### config.mk
export PLATFORM = sky130hd
export DESIGN_NAME = tcw_front
export DESIGN_NICKNAME = d
export VERILOG_FILES = /design/src/hw/rtl/tcw_pkg.sv /design/src/hw/rtl/tcw_front.sv
export SDC_FILE = /design/constraint.sdc
export NUM_CORES = 1
export LEC_CHECK = 0
export ABC_AREA = 1
export ABC_CLOCK_PERIOD_IN_PS = 2900
export BUFFER_PORTS_ARGS = -buffer_cell sky130_fd_sc_hd__buf_2
export CORE_ASPECT_RATIO = 1.5
export CORE_UTILIZATION = 35
export CTS_CLUSTER_SIZE = 14
export DETAILED_ROUTE_END_ITERATION = 8
export GPL_TIMING_DRIVEN = 1
export PLACE_DENSITY = 0.65
export SLEW_MARGIN = 5
export SYNTH_ARGS = -nofsm -noshare
export SYNTH_HDL_FRONTEND = slang
export SYNTH_SLANG_ARGS = --single-unit
### constraint.sdc
create_clock -name clk -period 2.9 [get_ports clk]
set_clock_uncertainty 0.15 [all_clocks]
set_input_delay 0.725 -clock clk [delete_from_list [all_inputs] [get_ports clk]]
set_output_delay 0.725 -clock clk [all_outputs]
set_load 0.02 [all_outputs]
### src/hw/rtl/tcw_pkg.sv
// Shared types, constants and command codes for the text console writer.
// Used by tcw_front, tcw_back and text_console_writer_unit; depends on nothing.
`default_nettype none

package tcw_pkg;

  localparam int COLUMNS    = 80;
  localparam int ROWS       = 25;
  localparam int CELL_COUNT = ROWS * COLUMNS;
  localparam int ADDR_W     = $clog2(CELL_COUNT);
  localparam int COL_W      = $clog2(COLUMNS);
  localparam int POS_W      = 11;
  localparam int IDX_W      = 11;

  localparam int LAST_ROW_BASE = (ROWS - 1) * COLUMNS;
  localparam int COPY_LAST     = CELL_COUNT - COLUMNS - 1;

  localparam logic [15:0] ATTR_WHITE   = 16'h0700;
  localparam logic [15:0] BLANK_CELL   = 16'h0720;
  localparam logic [7:0]  NEWLINE_CODE = 8'd10;

  // Command queue between front and back.
  localparam int QDEPTH = 2;
  localparam int QPTR_W = $clog2(QDEPTH);

  localparam logic ACT_PUT  = 1'b0;
  localparam logic ACT_READ = 1'b1;

  localparam logic [1:0] OP_NOP     = 2'd0;
  localparam logic [1:0] OP_PUT     = 2'd1;
  localparam logic [1:0] OP_NEWLINE = 2'd2;
  localparam logic [1:0] OP_READ    = 2'd3;

  typedef struct packed {
    logic             action;
    logic [7:0]       char_code;
    logic [IDX_W-1:0] cell_index;
  } in_item_t;

  typedef struct packed {
    logic [POS_W-1:0] cursor_pos;
    logic [15:0]      cell_value;
  } out_item_t;

  typedef struct packed {
    logic [1:0]        op;
    logic [7:0]        code;
    logic [ADDR_W-1:0] addr;
  } cmd_t;

  typedef struct packed {
    logic cmd_pop;
    logic init_done;
  } back_ctrl_t;

endpackage

`default_nettype wire

### src/hw/rtl/tcw_front.sv
// Front end of the console writer: takes words, decodes them into commands
// and holds them in a two-entry queue. Depends on tcw_pkg.
`default_nettype none

module tcw_front (
  input  wire logic               clk,
  input  wire logic               rst,
  input  wire logic               start,
  output logic                    busy,
  input  wire tcw_pkg::in_item_t  item,
  input  wire logic               cfg_valid,
  output logic                    cfg_ready,
  input  wire logic               cfg_data,
  output logic                    cmd_valid,
  output tcw_pkg::cmd_t           cmd,
  input  wire tcw_pkg::back_ctrl_t ctrl
);

  logic                    enable;
  tcw_pkg::cmd_t           new_cmd;
  tcw_pkg::cmd_t           entries [tcw_pkg::QDEPTH];
  logic [tcw_pkg::QPTR_W-1:0] wr_ptr;
  logic [tcw_pkg::QPTR_W-1:0] rd_ptr;
  logic [tcw_pkg::QPTR_W:0]   count;
  logic                    push;
  logic                    in_range;

  assign cfg_ready = 1'b1;

  always_ff @(posedge clk) begin
    if (rst) begin
      enable <= 1'b1;
    end else if (cfg_valid && cfg_ready) begin
      enable <= cfg_data;
    end
  end

  assign in_range = {{(32-tcw_pkg::IDX_W){1'b0}}, item.cell_index} < 32'(tcw_pkg::CELL_COUNT);

  // Out-of-range reads and puts while disabled become no-ops that only report.
  always_comb begin
    new_cmd.code = item.char_code;
    new_cmd.addr = tcw_pkg::ADDR_W'(item.cell_index);
    if (item.action == tcw_pkg::ACT_READ) begin
      new_cmd.op = in_range ? tcw_pkg::OP_READ : tcw_pkg::OP_NOP;
    end else if (!enable) begin
      new_cmd.op = tcw_pkg::OP_NOP;
    end else if (item.char_code == tcw_pkg::NEWLINE_CODE) begin
      new_cmd.op = tcw_pkg::OP_NEWLINE;
    end else begin
      new_cmd.op = tcw_pkg::OP_PUT;
    end
  end

  assign busy      = !ctrl.init_done || (count == (tcw_pkg::QPTR_W+1)'(tcw_pkg::QDEPTH));
  assign push      = start && !busy;
  assign cmd_valid = (count != '0);
  assign cmd       = entries[rd_ptr];

  always_ff @(posedge clk) begin
    if (push) begin
      entries[wr_ptr] <= new_cmd;
    end
  end

  always_ff @(posedge clk) begin
    if (rst) begin
      wr_ptr <= '0;
      rd_ptr <= '0;
      count  <= '0;
    end else begin
      if (push) begin
        wr_ptr <= wr_ptr + 1'b1;
      end
      if (ctrl.cmd_pop) begin
        rd_ptr <= rd_ptr + 1'b1;
      end
      if (push && !ctrl.cmd_pop) begin
        count <= count + 1'b1;
      end else if (!push && ctrl.cmd_pop) begin
        count <= count - 1'b1;
      end
    end
  end

endmodule

`default_nettype wire

=== Word-level counts from Yosys, hierarchy flattened ===
Memory sizes are Yosys's and may differ from the RTL's. A register that Yosys moved wholly into a read port is not among the register bits.
Cells that the tools add are included.
W data, S select, Z words.

* ROM bits: 0
* Latch bits: 0
* Bits in writable memories: 42
* Memories: 1
* Logic and storage cells: 32
* Output and inout bits: 24
* Bits in registers: 5
* Input port bits: 27

* Shifts and indexed selects: 0
* Equal/unequal tests: 2
* $mul: 0
* Bitwise logic cells: 0
* Reductions and logical operators: 10
* Magnitude comparators: 1
* Add/subtract/negate cells: 4
* Div/mod/pow operators: 0
* Muxes and demuxes: 10

{| class="wikitable"
|+ Memories
! name !! depth !! width !! read ports !! clocked after memory_dff !! wr ports !! line !! text
|-
| entries || 2 || 21 || 1 || 1 || 1 || tcw_front.sv:21 || <nowiki>tcw_pkg::cmd_t entries [tcw_pkg::QDEPTH];</nowiki>
|}

{| class="wikitable"
|+ Operators with widths
! operator !! number
|-
| $mux W2 || 6
|-
| $lt A11 B11 Y1 const B || 1
|-
| $eq A8 B4 Y1 const B || 1
|-
| $logic_not A1 Y1 || 4
|-
| $mux W1 || 4
|-
| $reduce_bool A2 Y1 || 2
|-
| $logic_and A1 B1 Y1 || 3
|-
| $add A1 B1 Y1 const B || 2
|-
| $add A2 B1 Y2 const B || 1
|-
| $eq A2 B2 Y1 const B || 1
|-
| $sub A2 B1 Y2 const B || 1
|-
| $logic_or A1 B1 Y1 || 1
|}

=== Logic depth before layout (Yosys ltp) ===
* Word-level depth: 8
* Mapped depth: 11
* Depth with buffers taken out: 11

=== Least setup slack after synthesis ===
Ideal clock, no wire load.

* Path kind: input to register
* Start: in start
* End: mem entries[0][0] (netlist name) (enable)
* Data required time: 2.351 ns
* Setup time: 0.399 ns
* Cell stages on the path: 2
* Path slack: 0.633 ns
* Path buffers: 0
* Arrival time: 1.718 ns
* Path through: nand3_2 nor2_1

* Cells in the longest elaborated chain, start to end: 3

{| class="wikitable"
|+ Ends and longest elaborated chain
! item !! line !! text
|-
| from (decl) || tcw_front.sv:8 || <nowiki>input wire logic start,</nowiki>
|-
| $logic_and A1 B1 Y1 || tcw_front.sv:56 || <nowiki>assign push = start && !busy;</nowiki>
|-
| $mux W1 || tcw_front.sv:61 || <nowiki>if (push) begin</nowiki>
|-
| $mux W1 (not written as such) || tcw_front.sv:62 || <nowiki>entries[wr_ptr] <= new_cmd;</nowiki>
|-
| to (decl) || tcw_front.sv:21 ||
|}

No other way between the ends.

==> impl_metrics.ini <==
[detailed_routing]
ant_nets = 0
wire_per_inst_um = 12.2
post_drt_via_cell_ratio = 4.33
routed_wl_mm = 3.02
route.vias.total = 1075
post-route-drc-count = 0
drt_iter0_markers = 13
drt-pass1-iter-count = 3

[sta]
hold_slack_ns = 0.333
period_minus_slack_ns = 2.55
setup_slack_ns = 0.355
rsz0062_at_grt = false
worst_pin_slew_ns = 0.537
setup_viol = 0
tns_ns = 0
relSlewSlack_pct = 64.2
fmax_mhz = 393
hold_viol_final = 0
fin_crit_sh_pct = 87.8
slew_viol_final = 0

[finish]
antennaDiodeCount = 0
syn2layout_area_growth_pct = 21.8
final_area_sq_mm = 0.00238
fin_nets = 207
fillCellCount = 496
drive_above_1_share_pct = 45.6

[clock_network]
ctsHoldBuffers = 0
cts.htree.levels = 2
ctsResizeCount = 0
clock_latency_ns = 0.29
clkTransAtPathRegs_ns = 0.08
cts_setup_buffers = 0
cts_root_buf = clkbuf_8
cts_tree = yes
cts_buffer_depth = 2
cts_buffers = 5
numClockSinks = 48

[hold_path]
holdCritStartpoint = enable$_SDFFE_PP1P_
hp-class = flop to flop

[synthesis]
synth_top_area_share_pct = 64.6
yosysSeqAreaShare_pct = 70.8
synth_fp_nets = 150
synthCells = 122
ys_types = 20
yosysWarnings = 0
synth_edf_count = 42
synth_seq_cells = 48
syn_area_sq_mm = 0.00195
avgSynthCellArea_sq_um = 16.0
ys_async_sr_fraction_pct = 0
synth_area_leaders = edfxtp_1, mux2_4, dfxtp_1, nand2_1, inv_1
synthFlopType = edfxtp_1
synth_area_leader_cell = edfxtp_1

[pwr]
p_sw_share_pct = 23.5
p_comb_share_pct = 15.8
total_power_mw = 1.38
seqPwrFrac_pct = 58.2
power-per-cell-area_mw_per_mm2 = 580
ir_drop_uv = 315
power.internal_mw = 1.05
leakage_nw = 0.990
switching_power_mw = 0.324
pwr-share-clk_pct = 26.1

[floorplan]
placementRows = 32
die_area_sq_mm = 0.00589
die_x_um = 63.0
chipHeight_um = 93.5
core-area_sq_mm = 0.00525
start_util_pct = 37.2
pin_count = 51

[placement]
place_area_sq_mm = 0.00230
hpwl_mm = 2.30
globalplace.congestion = 0.682
portBuffers = 49
dp_slack_ns = 0.647

[outcome]
outcome = finished, final reports clean

[worst_setup_path]
cp_cell_sequence = buf_4 -> mux2_4 -> buf_2
critical_path.top_delay_family = flip-flops
slowest_stage = dfxtp_1
critical_path.startpoint_type = flop
crit_buf_inv = 2
crit_required_ns = 2.03
critPathMaxStageDelay_ns = 0.64
path_max_fanout = 8
path_class = flop to primary output
r2r_start = count[0]$_SDFFE_PP0P_
arrival_ns = 1.67
end_kind = primary output

[grt]
gr-total-overflow = 0
grt_use_total_pct = 11.8
grt_pass1_vias = 1141
antenna_found_initial = 0
grt_start_max_net_pins = 22
grt_pass1_wl_mm = 5.16

[job]
drv_cap = 0
[cells in the mapped netlist (2+ instances only)]
| master | n |
|---|---|
| a21oi_1 | 2 |
| buf_6 | 2 |
| dfxtp_1 | 6 |
| edfxtp_1 | 42 |
| inv_1 | 10 |
| mux2_4 | 20 |
| nand2_1 | 14 |
| nand3_1 | 2 |
| nand4_1 | 3 |
| nor2_1 | 8 |
| o21ai_0 | 4 |
[worst min-delay path: cells and delay by family, from the launching register on]
family                 cells  cell delay [ns]
DFF                        1             0.30
AOI/OAI and AO/OA          1             0.08
buffers and inverters      1             0.06
[flip-flops by register name, indices dropped and copies added (netlist names), named ones only]
register,cells
enable,1
entries,42
count,2
rd_ptr,1
wr_ptr,1
[metrics by stage]
step	util, %	instances
global placement	43.8	240
detailed placement	43.8	240
CTS	45.3	248
floorplan	-	122
finish	45.3	248
global route	45.3	248
[placed cells by master, fill, tap and decap left out]
cell and count:
nand3_2 1, and2_1 1, buf_2 49, conb_1 1
nor2_2 1, mux2_2 1, mux2_4 20, nand3_1 2
nand4_1 3, inv_2 1, ha_1 1, inv_1 10
nor2_1 7, o21ai_0 4, nor3_1 1, dfxtp_1 6
edfxtp_1 42, clkinv_1 1, xnor2_1 1, nand2_1 14
clkbuf_1 2, buf_4 3, clkbuf_8 5, a21oi_1 2
buf_12 1
[cell type report]
class	count	area, sq um	share of cell area [%]
Sequential cell	48	1380	58.1
Multi-Input combinational cell	60	502	21.1
Timing Repair Buffer	53	288	12.1
Tap cell	68	85.1	3.58
Clock buffer	7	76.3	3.21
Inverter	11	41.3	1.74
Clock inverter	1	3.75	0.158
[power groups by stage]
stage / Combinational [mW] / Clock (mW) / Sequential, mW
2_1_floorplan: 0.153 / 0 / 0.811
3_3_place_gp: 0.219 / 0 / 0.817
3_5_place_dp: 0.221 / 0 / 0.818
4_1_cts: 0.222 / 0.377 / 0.803
5_1_grt: 0.236 / 0.402 / 0.806
6_report: 0.218 / 0.359 / 0.802
[logic make-up (layout without fill, tap and decap cells)]
| kind of cell | after synthesis | in the layout | share of synthesized area [%] |
|---|---|---|---|
| flops | 48 | 48 | 70.8 |
| simple gates | 30 | 30 | 6.80 |
| mux | 21 | 21 | 16.0 |
| buf+inv | 14 | 72 | 3.65 |
| compound gates | 6 | 6 | 1.54 |
| fa+ha+maj | 1 | 1 | 0.641 |
| other cells | 1 | 1 | 0.192 |
| xor+xnor | 1 | 1 | 0.449 |
[routing by layer]
metal	share of wire [%]	vias up	wire, um	global-route usage [%]
met3	5.4	5	162	4.02
met4	1.8	0	54	5.23
li1	-	544	-	-
met1	38	493	1160	11.9
met5	0	-	0	0
met2	54	33	1650	21.5
[final timing paths]
path | end | slack [ns] | cells after the start
min reg2reg | enable$_SDFFE_PP1P_ | 0.33 | 2
max | cmd[19] | 0.35 | 3
max reg2reg | entries[0][10]$_DFFE_PP_ | 1.08 | 5
min | enable$_SDFFE_PP1P_ | 0.33 | 2
Power figures use the tool's default switching activity.
